--- src/hw/rtl/biou_pkg.sv ---
`timescale 1ns / 1ps

package biou_pkg;

  typedef struct packed {
    logic valid;
    logic overlap;
  } biou_ctl_t;

endpackage

--- src/hw/rtl/biou_if.sv ---
`timescale 1ns / 1ps

interface biou_in_if #(
  parameter int COORD_BITS = 16
);
  logic                         valid;
  logic                         ready;
  logic signed [COORD_BITS-1:0] a_x;
  logic signed [COORD_BITS-1:0] a_y;
  logic        [COORD_BITS-2:0] a_width;
  logic        [COORD_BITS-2:0] a_height;
  logic signed [COORD_BITS-1:0] b_x;
  logic signed [COORD_BITS-1:0] b_y;
  logic        [COORD_BITS-2:0] b_width;
  logic        [COORD_BITS-2:0] b_height;

  modport source (
    output valid, a_x, a_y, a_width, a_height, b_x, b_y, b_width, b_height,
    input  ready
  );
  modport sink (
    input  valid, a_x, a_y, a_width, a_height, b_x, b_y, b_width, b_height,
    output ready
  );
endinterface

interface biou_out_if #(
  parameter int FRAC_BITS = 16
);
  logic               valid;
  logic               ready;
  logic [FRAC_BITS:0] iou;
  logic               overlapping;

  modport source (
    output valid, iou, overlapping,
    input  ready
  );
  modport sink (
    input  valid, iou, overlapping,
    output ready
  );
endinterface

--- src/hw/rtl/biou_front.sv ---
`timescale 1ns / 1ps

module biou_front import biou_pkg::*; #(
  parameter int COORD_BITS = 16
) (
  input  logic                      clk,
  input  logic                      rst_n,
  biou_in_if.sink                   in_box,
  output biou_ctl_t                 ctl_o,
  output logic [2*COORD_BITS-1:0]   inter_o,
  output logic [2*COORD_BITS-1:0]   uni_o,
  input  logic                      ready_i
);

  localparam int C = COORD_BITS;
  localparam int P = 2 * COORD_BITS;
  localparam logic [C-1:0]   ONE_C = C'(1);
  localparam logic [C+1:0]   ONE_D = (C + 2)'(1);

  logic ready1, ready2, ready3, ready4;
  logic v1_r, v2_r, v3_r, v4_r;

  // Stage 1: edges and inclusive sizes.
  logic signed [C-1:0] left_nxt, top_nxt, left_r, top_r;
  logic signed [C:0]   ra, rb, ba, bb, right_nxt, bottom_nxt, right_r, bottom_r;
  logic [C-1:0]        wa_nxt, ha_nxt, wb_nxt, hb_nxt;
  logic [C-1:0]        wa_r, ha_r, wb_r, hb_r;

  // Stage 2: intersection extents.
  logic signed [C+1:0] dx, dy, dxp1, dyp1;
  logic                ov_nxt, ov2_r;
  logic [C-1:0]        iw_nxt, ih_nxt, iw_r, ih_r;
  logic [C-1:0]        wa2_r, ha2_r, wb2_r, hb2_r;

  // Stage 3: products.
  logic [P-1:0]        inter_nxt, area_a_nxt, area_b_nxt;
  logic [P-1:0]        inter3_r, area_a_r, area_b_r;
  logic                ov3_r;

  // Stage 4: union.
  logic [P-1:0]        uni_nxt, uni_r, inter4_r;
  logic                ov4_r;

  always_comb begin
    ready4 = !v4_r || ready_i;
    ready3 = !v3_r || ready4;
    ready2 = !v2_r || ready3;
    ready1 = !v1_r || ready2;
  end

  assign in_box.ready = ready1;

  always_comb begin
    ra = $signed({in_box.a_x[C-1], in_box.a_x}) + $signed({2'b00, in_box.a_width});
    rb = $signed({in_box.b_x[C-1], in_box.b_x}) + $signed({2'b00, in_box.b_width});
    ba = $signed({in_box.a_y[C-1], in_box.a_y}) + $signed({2'b00, in_box.a_height});
    bb = $signed({in_box.b_y[C-1], in_box.b_y}) + $signed({2'b00, in_box.b_height});
    left_nxt   = (in_box.a_x > in_box.b_x) ? in_box.a_x : in_box.b_x;
    top_nxt    = (in_box.a_y > in_box.b_y) ? in_box.a_y : in_box.b_y;
    right_nxt  = (ra < rb) ? ra : rb;
    bottom_nxt = (ba < bb) ? ba : bb;
    wa_nxt = {1'b0, in_box.a_width} + ONE_C;
    ha_nxt = {1'b0, in_box.a_height} + ONE_C;
    wb_nxt = {1'b0, in_box.b_width} + ONE_C;
    hb_nxt = {1'b0, in_box.b_height} + ONE_C;
  end

  always_comb begin
    dx   = $signed({right_r[C], right_r}) - $signed({{2{left_r[C-1]}}, left_r});
    dy   = $signed({bottom_r[C], bottom_r}) - $signed({{2{top_r[C-1]}}, top_r});
    dxp1 = dx + $signed(ONE_D);
    dyp1 = dy + $signed(ONE_D);
    ov_nxt = !dx[C+1] && !dy[C+1];
    iw_nxt = ov_nxt ? dxp1[C-1:0] : '0;
    ih_nxt = ov_nxt ? dyp1[C-1:0] : '0;
  end

  always_comb begin
    inter_nxt  = P'(iw_r) * P'(ih_r);
    area_a_nxt = P'(wa2_r) * P'(ha2_r);
    area_b_nxt = P'(wb2_r) * P'(hb2_r);
    uni_nxt    = area_a_r + area_b_r - inter3_r;
  end

  always_ff @(posedge clk) begin
    if (!rst_n) begin
      v1_r <= 1'b0;
      v2_r <= 1'b0;
      v3_r <= 1'b0;
      v4_r <= 1'b0;
    end else begin
      if (ready1) v1_r <= in_box.valid;
      if (ready2) v2_r <= v1_r;
      if (ready3) v3_r <= v2_r;
      if (ready4) v4_r <= v3_r;
    end
  end

  always_ff @(posedge clk) begin
    if (ready1 && in_box.valid) begin
      left_r   <= left_nxt;
      top_r    <= top_nxt;
      right_r  <= right_nxt;
      bottom_r <= bottom_nxt;
      wa_r     <= wa_nxt;
      ha_r     <= ha_nxt;
      wb_r     <= wb_nxt;
      hb_r     <= hb_nxt;
    end
    if (ready2 && v1_r) begin
      ov2_r <= ov_nxt;
      iw_r  <= iw_nxt;
      ih_r  <= ih_nxt;
      wa2_r <= wa_r;
      ha2_r <= ha_r;
      wb2_r <= wb_r;
      hb2_r <= hb_r;
    end
    if (ready3 && v2_r) begin
      ov3_r    <= ov2_r;
      inter3_r <= inter_nxt;
      area_a_r <= area_a_nxt;
      area_b_r <= area_b_nxt;
    end
    if (ready4 && v3_r) begin
      ov4_r    <= ov3_r;
      inter4_r <= inter3_r;
      uni_r    <= uni_nxt;
    end
  end

  assign ctl_o   = '{valid: v4_r, overlap: ov4_r};
  assign inter_o = inter4_r;
  assign uni_o   = uni_r;

endmodule

--- src/hw/rtl/biou_div_cell.sv ---
`timescale 1ns / 1ps

module biou_div_cell import biou_pkg::*; #(
  parameter int REM_BITS  = 33,
  parameter int QUOT_BITS = 17
) (
  input  logic                 clk,
  input  logic                 rst_n,
  input  biou_ctl_t            ctl_i,
  input  logic [REM_BITS-1:0]  rem_i,
  input  logic [REM_BITS-2:0]  div_i,
  input  logic [QUOT_BITS-1:0] quot_i,
  output logic                 ready_o,
  output biou_ctl_t            ctl_o,
  output logic [REM_BITS-1:0]  rem_o,
  output logic [REM_BITS-2:0]  div_o,
  output logic [QUOT_BITS-1:0] quot_o,
  input  logic                 ready_i
);

  biou_ctl_t             ctl_r;
  logic [REM_BITS-1:0]   rem_r, rem_nxt, rem_sub;
  logic [REM_BITS-2:0]   div_r;
  logic [QUOT_BITS-1:0]  quot_r, quot_nxt;
  logic                  ge;

  // One restoring step: take one quotient bit, then shift the remainder on.
  always_comb begin
    ge       = rem_i >= {1'b0, div_i};
    rem_sub  = ge ? (rem_i - {1'b0, div_i}) : rem_i;
    rem_nxt  = {rem_sub[REM_BITS-2:0], 1'b0};
    quot_nxt = {quot_i[QUOT_BITS-2:0], ge};
  end

  assign ready_o = !ctl_r.valid || ready_i;

  always_ff @(posedge clk) begin
    if (!rst_n) begin
      ctl_r <= '0;
    end else if (ready_o) begin
      ctl_r <= ctl_i;
    end
  end

  always_ff @(posedge clk) begin
    if (ready_o && ctl_i.valid) begin
      rem_r  <= rem_nxt;
      div_r  <= div_i;
      quot_r <= quot_nxt;
    end
  end

  assign ctl_o  = ctl_r;
  assign rem_o  = rem_r;
  assign div_o  = div_r;
  assign quot_o = quot_r;

endmodule

--- src/hw/rtl/box_iou_unit.sv ---
`timescale 1ns / 1ps

// Box IoU unit: takes one pair of axis-aligned boxes per transfer and returns
// their intersection over union as unsigned Q.FRAC_BITS, truncated, together
// with an overlap flag; disjoint boxes give zero with the flag cleared. Edges
// and areas use the inclusive convention, so a box covers (width + 1) by
// (height + 1) pixels. The block accepts a new pair every cycle unless a stalled
// result backs up to the input, and holds no state between pairs. The pipeline
// has four front stages (edges, extents, area multipliers, union) followed by a
// chain of FRAC_BITS + 1 divider cells, each producing one quotient bit.
// A stalled result only holds back the cells behind it that are already full.
module box_iou_unit import biou_pkg::*; #(
  parameter int COORD_BITS = 16,
  parameter int FRAC_BITS  = 16
) (
  input  logic        clk,
  input  logic        rst_n,
  biou_in_if.sink     in_box,
  biou_out_if.source  out_res
);

  localparam int P = 2 * COORD_BITS;
  localparam int R = P + 1;
  localparam int N = FRAC_BITS + 1;

  biou_ctl_t              ctl  [N+1];
  logic [R-1:0]           rem  [N+1];
  logic [P-1:0]           div  [N+1];
  logic [FRAC_BITS:0]     quot [N+1];
  logic [N:0]             rdy;
  logic [P-1:0]           inter;

  biou_front #(
    .COORD_BITS (COORD_BITS)
  ) u_front (
    .clk     (clk),
    .rst_n   (rst_n),
    .in_box  (in_box),
    .ctl_o   (ctl[0]),
    .inter_o (inter),
    .uni_o   (div[0]),
    .ready_i (rdy[0])
  );

  assign rem[0]  = {1'b0, inter};
  assign quot[0] = '0;

  for (genvar k = 0; k < N; k++) begin : g_cell
    biou_div_cell #(
      .REM_BITS  (R),
      .QUOT_BITS (N)
    ) u_cell (
      .clk     (clk),
      .rst_n   (rst_n),
      .ctl_i   (ctl[k]),
      .rem_i   (rem[k]),
      .div_i   (div[k]),
      .quot_i  (quot[k]),
      .ready_o (rdy[k]),
      .ctl_o   (ctl[k+1]),
      .rem_o   (rem[k+1]),
      .div_o   (div[k+1]),
      .quot_o  (quot[k+1]),
      .ready_i (rdy[k+1])
    );
  end

  assign rdy[N]              = out_res.ready;
  assign out_res.valid       = ctl[N].valid;
  assign out_res.iou         = quot[N];
  assign out_res.overlapping = ctl[N].overlap;

endmodule

--- src/flat_wrapper.sv ---
// flat-port wrapper written by rule: the top's interface ports become plain ports
module box_iou_unit_flat import biou_pkg::*;
#(
  parameter int COORD_BITS = 16,
  parameter int FRAC_BITS  = 16
)
  (clk, rst_n, in_box_valid, in_box_a_x, in_box_a_y, in_box_a_width, in_box_a_height, in_box_b_x, in_box_b_y, in_box_b_width, in_box_b_height, in_box_ready, out_res_valid, out_res_iou, out_res_overlapping, out_res_ready);
  biou_in_if #(.COORD_BITS(COORD_BITS)) in_box_i ();
  biou_out_if #(.FRAC_BITS(FRAC_BITS)) out_res_i ();
  input  logic clk;
  input  logic rst_n;
  input wire logic [$bits(in_box_i.valid)-1:0] in_box_valid;
  input wire logic [$bits(in_box_i.a_x)-1:0] in_box_a_x;
  input wire logic [$bits(in_box_i.a_y)-1:0] in_box_a_y;
  input wire logic [$bits(in_box_i.a_width)-1:0] in_box_a_width;
  input wire logic [$bits(in_box_i.a_height)-1:0] in_box_a_height;
  input wire logic [$bits(in_box_i.b_x)-1:0] in_box_b_x;
  input wire logic [$bits(in_box_i.b_y)-1:0] in_box_b_y;
  input wire logic [$bits(in_box_i.b_width)-1:0] in_box_b_width;
  input wire logic [$bits(in_box_i.b_height)-1:0] in_box_b_height;
  output wire logic [$bits(in_box_i.ready)-1:0] in_box_ready;
  output wire logic [$bits(out_res_i.valid)-1:0] out_res_valid;
  output wire logic [$bits(out_res_i.iou)-1:0] out_res_iou;
  output wire logic [$bits(out_res_i.overlapping)-1:0] out_res_overlapping;
  input wire logic [$bits(out_res_i.ready)-1:0] out_res_ready;
  assign in_box_i.valid = in_box_valid;
  assign in_box_i.a_x = in_box_a_x;
  assign in_box_i.a_y = in_box_a_y;
  assign in_box_i.a_width = in_box_a_width;
  assign in_box_i.a_height = in_box_a_height;
  assign in_box_i.b_x = in_box_b_x;
  assign in_box_i.b_y = in_box_b_y;
  assign in_box_i.b_width = in_box_b_width;
  assign in_box_i.b_height = in_box_b_height;
  assign in_box_ready = in_box_i.ready;
  assign out_res_valid = out_res_i.valid;
  assign out_res_iou = out_res_i.iou;
  assign out_res_overlapping = out_res_i.overlapping;
  assign out_res_i.ready = out_res_ready;
  box_iou_unit #(.COORD_BITS(COORD_BITS), .FRAC_BITS(FRAC_BITS)) u_core (.clk(clk), .rst_n(rst_n), .in_box(in_box_i), .out_res(out_res_i));
endmodule
--- config.mk ---
export PLATFORM = sky130hd
export DESIGN_NAME = box_iou_unit_flat
export DESIGN_NICKNAME = d
export VERILOG_FILES = /design/src/hw/rtl/biou_pkg.sv /design/src/hw/rtl/biou_if.sv /design/src/hw/rtl/biou_front.sv /design/src/hw/rtl/biou_div_cell.sv /design/src/hw/rtl/box_iou_unit.sv /design/src/flat_wrapper.sv
export SDC_FILE = /design/constraint.sdc
export NUM_CORES = 2
export LEC_CHECK = 0
export ABC_CLOCK_PERIOD_IN_PS = 28500
export BUFFER_PORTS_ARGS = -buffer_cell sky130_fd_sc_hd__buf_2
export CORE_UTILIZATION = 60
export DETAILED_ROUTE_END_ITERATION = 8
export PLACE_DENSITY = 0.76
export RECOVER_POWER = 100
export SYNTH_ARGS = -nofsm -noshare
export SYNTH_HDL_FRONTEND = slang
export SYNTH_SLANG_ARGS = --single-unit
--- constraint.sdc ---
create_clock -name clk -period 28.5 [get_ports clk]
set_clock_uncertainty 0.1 [all_clocks]
set_input_delay 1.425 -clock clk [delete_from_list [all_inputs] [get_ports clk]]
set_output_delay 1.425 -clock clk [all_outputs]
set_load 0.01 [all_outputs]
# After elaboration in Yosys (flattened, before gate mapping)
# Index checks and enable logic that the tools add are counted.
# word_totals
ff_bits,1604
in_bits,128
out_inout_bits,20
# op_classes
n_addsub,30
n_mul,3
order_cmp,21
mux,20
reduce_logical,66
# op_table
op,n
$sub 32x32->32,17
$ge 33x32->1,16
$mux 32,16
$mul 16x16->32,3
$add 16x16->17,4
$add 15x1->16 const B,4
$sub 17x16->18,2
$lt 17x17->1,2
$mux 17,2
$add 16x2->16 const B,2
$add 32x32->32,1
$ge 32x32->1,1
$gt 16x16->1,2
$mux 16,2
$logic_not 1->1,23
$logic_and 1x1->1,22
$logic_or 1x1->1,21

# Longest topological paths before layout
# logic_depth
word_depth,23
ltp_mapped,25
mapped_depth_nobuf,24

# By module
# From an unflattened synthesis, not the netlist that was laid out.
# hier_totals
hier_cells,12433
area_unflattened_um2,130254.9
# by_module_without_submodules
module,instances,cells_per_inst,area_each_um2
biou_div_cell (u_core.g_cell[0].u_cell ...),15,452,4863.4
biou_front,1,4765,47649.4
biou_div_cell (u_core.g_cell[15].u_cell),1,452,4928.5
biou_div_cell (u_core.g_cell[16].u_cell),1,435,4722.0
box_iou_unit,1,1,3.8

# Worst setup path after synthesis
# Ideal clock, no wire load.
# synth_timing
kind,in2reg
start,input out_res_ready
end,"register u_core.u_front.ha2_r[0], enable pin"
arrival_time_ns,9.975
t_required_ns,27.699
path_slack_ns,17.724
path_stages,10
path_buffers,2
path_cell_list,and2b_1 -> and3_1 -> and2_1 -> buf_2 -> nand3_1 -> nor4_2 -> and4_1 -> and3_1 -> clkbuf_1 -> a21boi_0
# synth_via
elab_chain_len,21
# synth_rtl
element,line,rtl
"start, declared",flat_wrapper.sv:25,input wire logic [$bits(out_res_i.ready)-1:0] out_res_ready;
$logic_or 1x1->1 (17 in a row),biou_div_cell.sv:35,assign ready_o = !ctl_r.valid || ready_i;
$logic_or 1x1->1,biou_front.sv:45,ready4 = !v4_r || ready_i;
$logic_or 1x1->1,biou_front.sv:46,ready3 = !v3_r || ready4;
$logic_or 1x1->1,biou_front.sv:47,ready2 = !v2_r || ready3;
$logic_and 1x1->1,biou_front.sv:110,if (ready2 && v1_r) begin
"end signal, assigned",biou_front.sv:115,ha2_r <= ha_r;
"end, declared",biou_front.sv:33,"logic [C-1:0] wa2_r, ha2_r, wb2_r, hb2_r;"
# Every way passes these cells.
# A chain may end at the register's enable or synchronous reset.

# Final worst setup path
# layout_timing
start,input out_res_ready
end,"register u_core.u_front.wa_r[3], enable pin"
# layout_via
elab_chain_len,22
# layout_rtl
element,line,rtl
$logic_or 1x1->1 (17 in a row),biou_div_cell.sv:35,
$logic_or 1x1->1,biou_front.sv:45,
$logic_or 1x1->1,biou_front.sv:46,
$logic_or 1x1->1,biou_front.sv:47,
$logic_or 1x1->1,biou_front.sv:48,ready1 = !v1_r || ready2;
$logic_and 1x1->1,biou_front.sv:100,if (ready1 && in_box.valid) begin
"end signal, assigned",biou_front.sv:105,wa_r <= wa_nxt;
"end, declared",biou_front.sv:27,"logic [C-1:0] wa_r, ha_r, wb_r, hb_r;"
# Every way passes these cells.

==> flow_metrics.env <==
export IMPL_path_clk_slew_ns=0.08
export IMPL_synth_cell_types=108
export IMPL_cp_arrival_ns=8.87
export IMPL_avgSynthCellArea_um2=10.7
export IMPL_start_kind="input pin"
export IMPL_fillerInstances=14800
export IMPL_place_inst=13500
export IMPL_r2r_start="u_core.g_cell[7].u_cell.div_o[18]"
export IMPL_yosys_area_top_type="edfxtp_1"
export IMPL_core_area_um2=193000
export IMPL_synth_common_cells="1622 x inv_1, 1566 x edfxtp_1, 1051 x ha_1"
export IMPL_ant_nets=0
export IMPL_end_kind="register"
export IMPL_ys_seq_area_share_pct=40.7
export IMPL_synth_edf_count=1566
export IMPL_drt_initial_drc_count=5484
export IMPL_critPathLaunch="out_res_ready"
export IMPL_power_density_nw_per_um2=60.4
export IMPL_avgViaCountPerCell=5.92
export IMPL_drv_cap=52
export IMPL_cpPeakStageDelay_ns=2.55
export IMPL_ys_warn_count=0
export IMPL_ff2ff_setup_slack_ns=19.91
export IMPL_post_cts_resized=0
export IMPL_dp_hpwl_um=232000
export IMPL_stdcell_count=13800
export IMPL_min_from="u_core.u_front.wa_r[4]"
export IMPL_vias=81800
export IMPL_fin_crit_ns=8.63
export IMPL_tightest_slew_ns=3.82
export IMPL_gp_congestion=1.01
export IMPL_syn_num_nets=12800
export IMPL_synth_main_ff_cell="edfxtp_1"
export IMPL_rows=161
export IMPL_track_usage_pct=29.6
export IMPL_routedWlPerCell_um=21.1
export IMPL_drive_above_1_share_pct=4.79
export IMPL_rsz0062_at_grt="no"
export IMPL_slowest_stage="clkbuf_1"
export IMPL_status="complete, but fails checks"
export IMPL_port_buffers=147
export IMPL_dr_pass1_iters=6
export IMPL_fmax_mhz=116
export IMPL_clock_latency_ns=0.86
export IMPL_whs_ns=0.259
export IMPL_syn_area_um2=117000
export IMPL_die_area_um2=197000
export IMPL_cts_root_buf="clkbuf_16"
export IMPL_first_global_vias=83800
export IMPL_leakage_nw=54.3
export IMPL_cpLargestDelayFamily="buffers and inverters"
export IMPL_worstPathCellList="buf_2, and2b_1, and3_1, and2_0, nand3_1, nor4_1, and4_1, and3_1, a31oi_1, clkbuf_1, clkbuf_1"
export IMPL_overflow=0
export IMPL_io_pins=148
export IMPL_cts_tree="built"
export IMPL_ys_seq_elements=1604
export IMPL_vdd_ir_drop_max_mv=0.0678
export IMPL_r2r_cells=12
export IMPL_hold_buffers=0
export IMPL_synth_cells=11000
export IMPL_endpoint="u_core.u_front.wa_r[3]"
export IMPL_numCtsBuffers=173
export IMPL_nNetsFinal=13000
export IMPL_grt_pass1_wl_um=456000
export IMPL_yosysMostFrequentCell="inv_1"
export IMPL_die_y_um=444
export IMPL_r2r_end="u_core.g_cell[8].u_cell.rem_o[18]"
export IMPL_clock_path_buffers=3
export IMPL_violations="max-capacitance violations, max-slew violations"
export IMPL_syn_to_final_growth_pct=7.53
export IMPL_hp_class="register to register"
export IMPL_post_cts_buffers=0
export IMPL_synth_top_cells_by_area="edfxtp_1 40%, ha_1 11%, fa_1 11%, inv_1 5.2%, xnor2_1 3.1%"
export IMPL_final_hold_violation_count=0
export IMPL_slew_violations=2253
export IMPL_grt_max_degree=69
export IMPL_initial_core_util_pct=60.7
export IMPL_cts_sinks=1604
export IMPL_antenna_found_initial=6
export IMPL_max_slew_margin_rel_pct=-155
export IMPL_tns_ns=0
export IMPL_drc=0
export IMPL_post_synth_top_area_fraction_pct=40.1
export IMPL_async_flop_share_pct=0
export IMPL_htreeDepth=4
export IMPL_worstSetupPathType="input pin to register"
export IMPL_cp_depth=11
export IMPL_cp_num_buf_inv=3
export IMPL_finalSetupViolations=0
export IMPL_finalCritPeriodShare_pct=30.3
export IMPL_finalWirelength_um=292000
export IMPL_critPathMaxFanout=65
export IMPL_dieWidth_um=444
export IMPL_crit_required_ns=28.74
flip-flops by register name, summed over array words and instances (netlist names), 17 cells and up:
register / flops
u_core.u_front.inter3_r: 32
u_core.u_front.uni_o: 32
u_core.g_cell.u_cell.rem_o: 512
u_core.u_front.area_b_r: 32
u_core.g_cell.u_cell.div_o: 512
u_core.u_front.right_r: 17
u_core.g_cell.u_cell.ctl_o: 34
u_core.u_front.inter_o: 32
u_core.u_front.area_a_r: 32
u_core.u_front.bottom_r: 17
u_core.g_cell.u_cell.quot_o: 153
area by class of cell:
| type | count | area (µm²) | area share, % |
|---|---|---|---|
| repair buffers | 197 | 912 | 0.723 |
| well taps | 2526 | 3160 | 2.51 |
| multi-input cells | 7544 | 62300 | 49.4 |
| clock buffers | 196 | 4440 | 3.52 |
| clock inverters | 123 | 1380 | 1.10 |
| diodes | 3 | 7.51 | 0.00595 |
| flip-flops and latches | 1604 | 47800 | 37.9 |
| inverters | 1626 | 6100 | 4.84 |
kinds of logic after synthesis:
kind of cell	share of synthesized area (%)
buffers and inverters	6.06
adders and majority gates	22.0
DFF	40.7
AOI/OAI and AO/OA	11.9
and+or+nand+nor	11.5
xor gates and xnor gates	4.81
muxes	2.90
where the power goes:
group | internal [mW] | switching [mW] | total [mW]
Sequential | 2.77 | 0.101 | 2.87
Combinational | 1.01 | 1.42 | 2.43
Clock | 1.33 | 0.985 | 2.31
placed cells by master (no fill, tap or decap), types with 149 or more instances in the layout:
cell type	count
fa_1	635
nand3_1	179
nor3_1	149
a21o_1	326
o21ai_0	441
clkbuf_16	174
edfxtp_1	1566
nor2_1	501
ha_1	1051
nand2_1	911
a21oi_1	568
and2_1	372
xnor2_1	412
xor2_1	230
inv_1	1625
mux2_1	174
per-layer routing:
metal	up-vias	part of all wire [%]	routed length, µm	GRT usage [%]
li1	38500	-	-	-
met1	40000	37	107000	32.3
met2	2440	51	148000	53.3
met3	854	4.7	13600	4.31
met4	6	7.8	22700	19.9
met5	-	0.012	34	0
worst reg2reg max path: cells and delay by family, from the launching register on:
family | cells | cell delay (ns)
and+or+nand+nor | 2 | 0.96
buffers and inverters | 2 | 1.72
adders and majority gates | 1 | 0.34
DFF | 1 | 0.48
AOI/OAI and AO/OA | 7 | 4.58
worst min path at each step:
stage                                                endpoint  depth (start not counted)
final                                 u_core.u_front.wa2_r[4]                          0
after CTS                             u_core.u_front.wa2_r[4]                          0
after global routing                  u_core.u_front.wa2_r[4]                          0
after global placement     u_core.g_cell[16].u_cell.quot_o[9]                          0
after detailed placement  u_core.g_cell[11].u_cell.quot_o[11]                          0
after floorplan           u_core.g_cell[10].u_cell.quot_o[10]                          0
metrics by stage:
step	setup slack, ns	utilization, %	total power [mW]	cell area [µm²]
final	19.87	65.2	7.62	126000
after floorplan	17.72	-	4.67	117000
after global placement	21.42	62.5	5.26	121000
after CTS	21.31	65.5	7.65	127000
after detailed placement	21.40	62.5	5.32	121000
after global routing	19.18	65.2	8.03	126000
No activity file was read; power rests on OpenSTA's default activity.
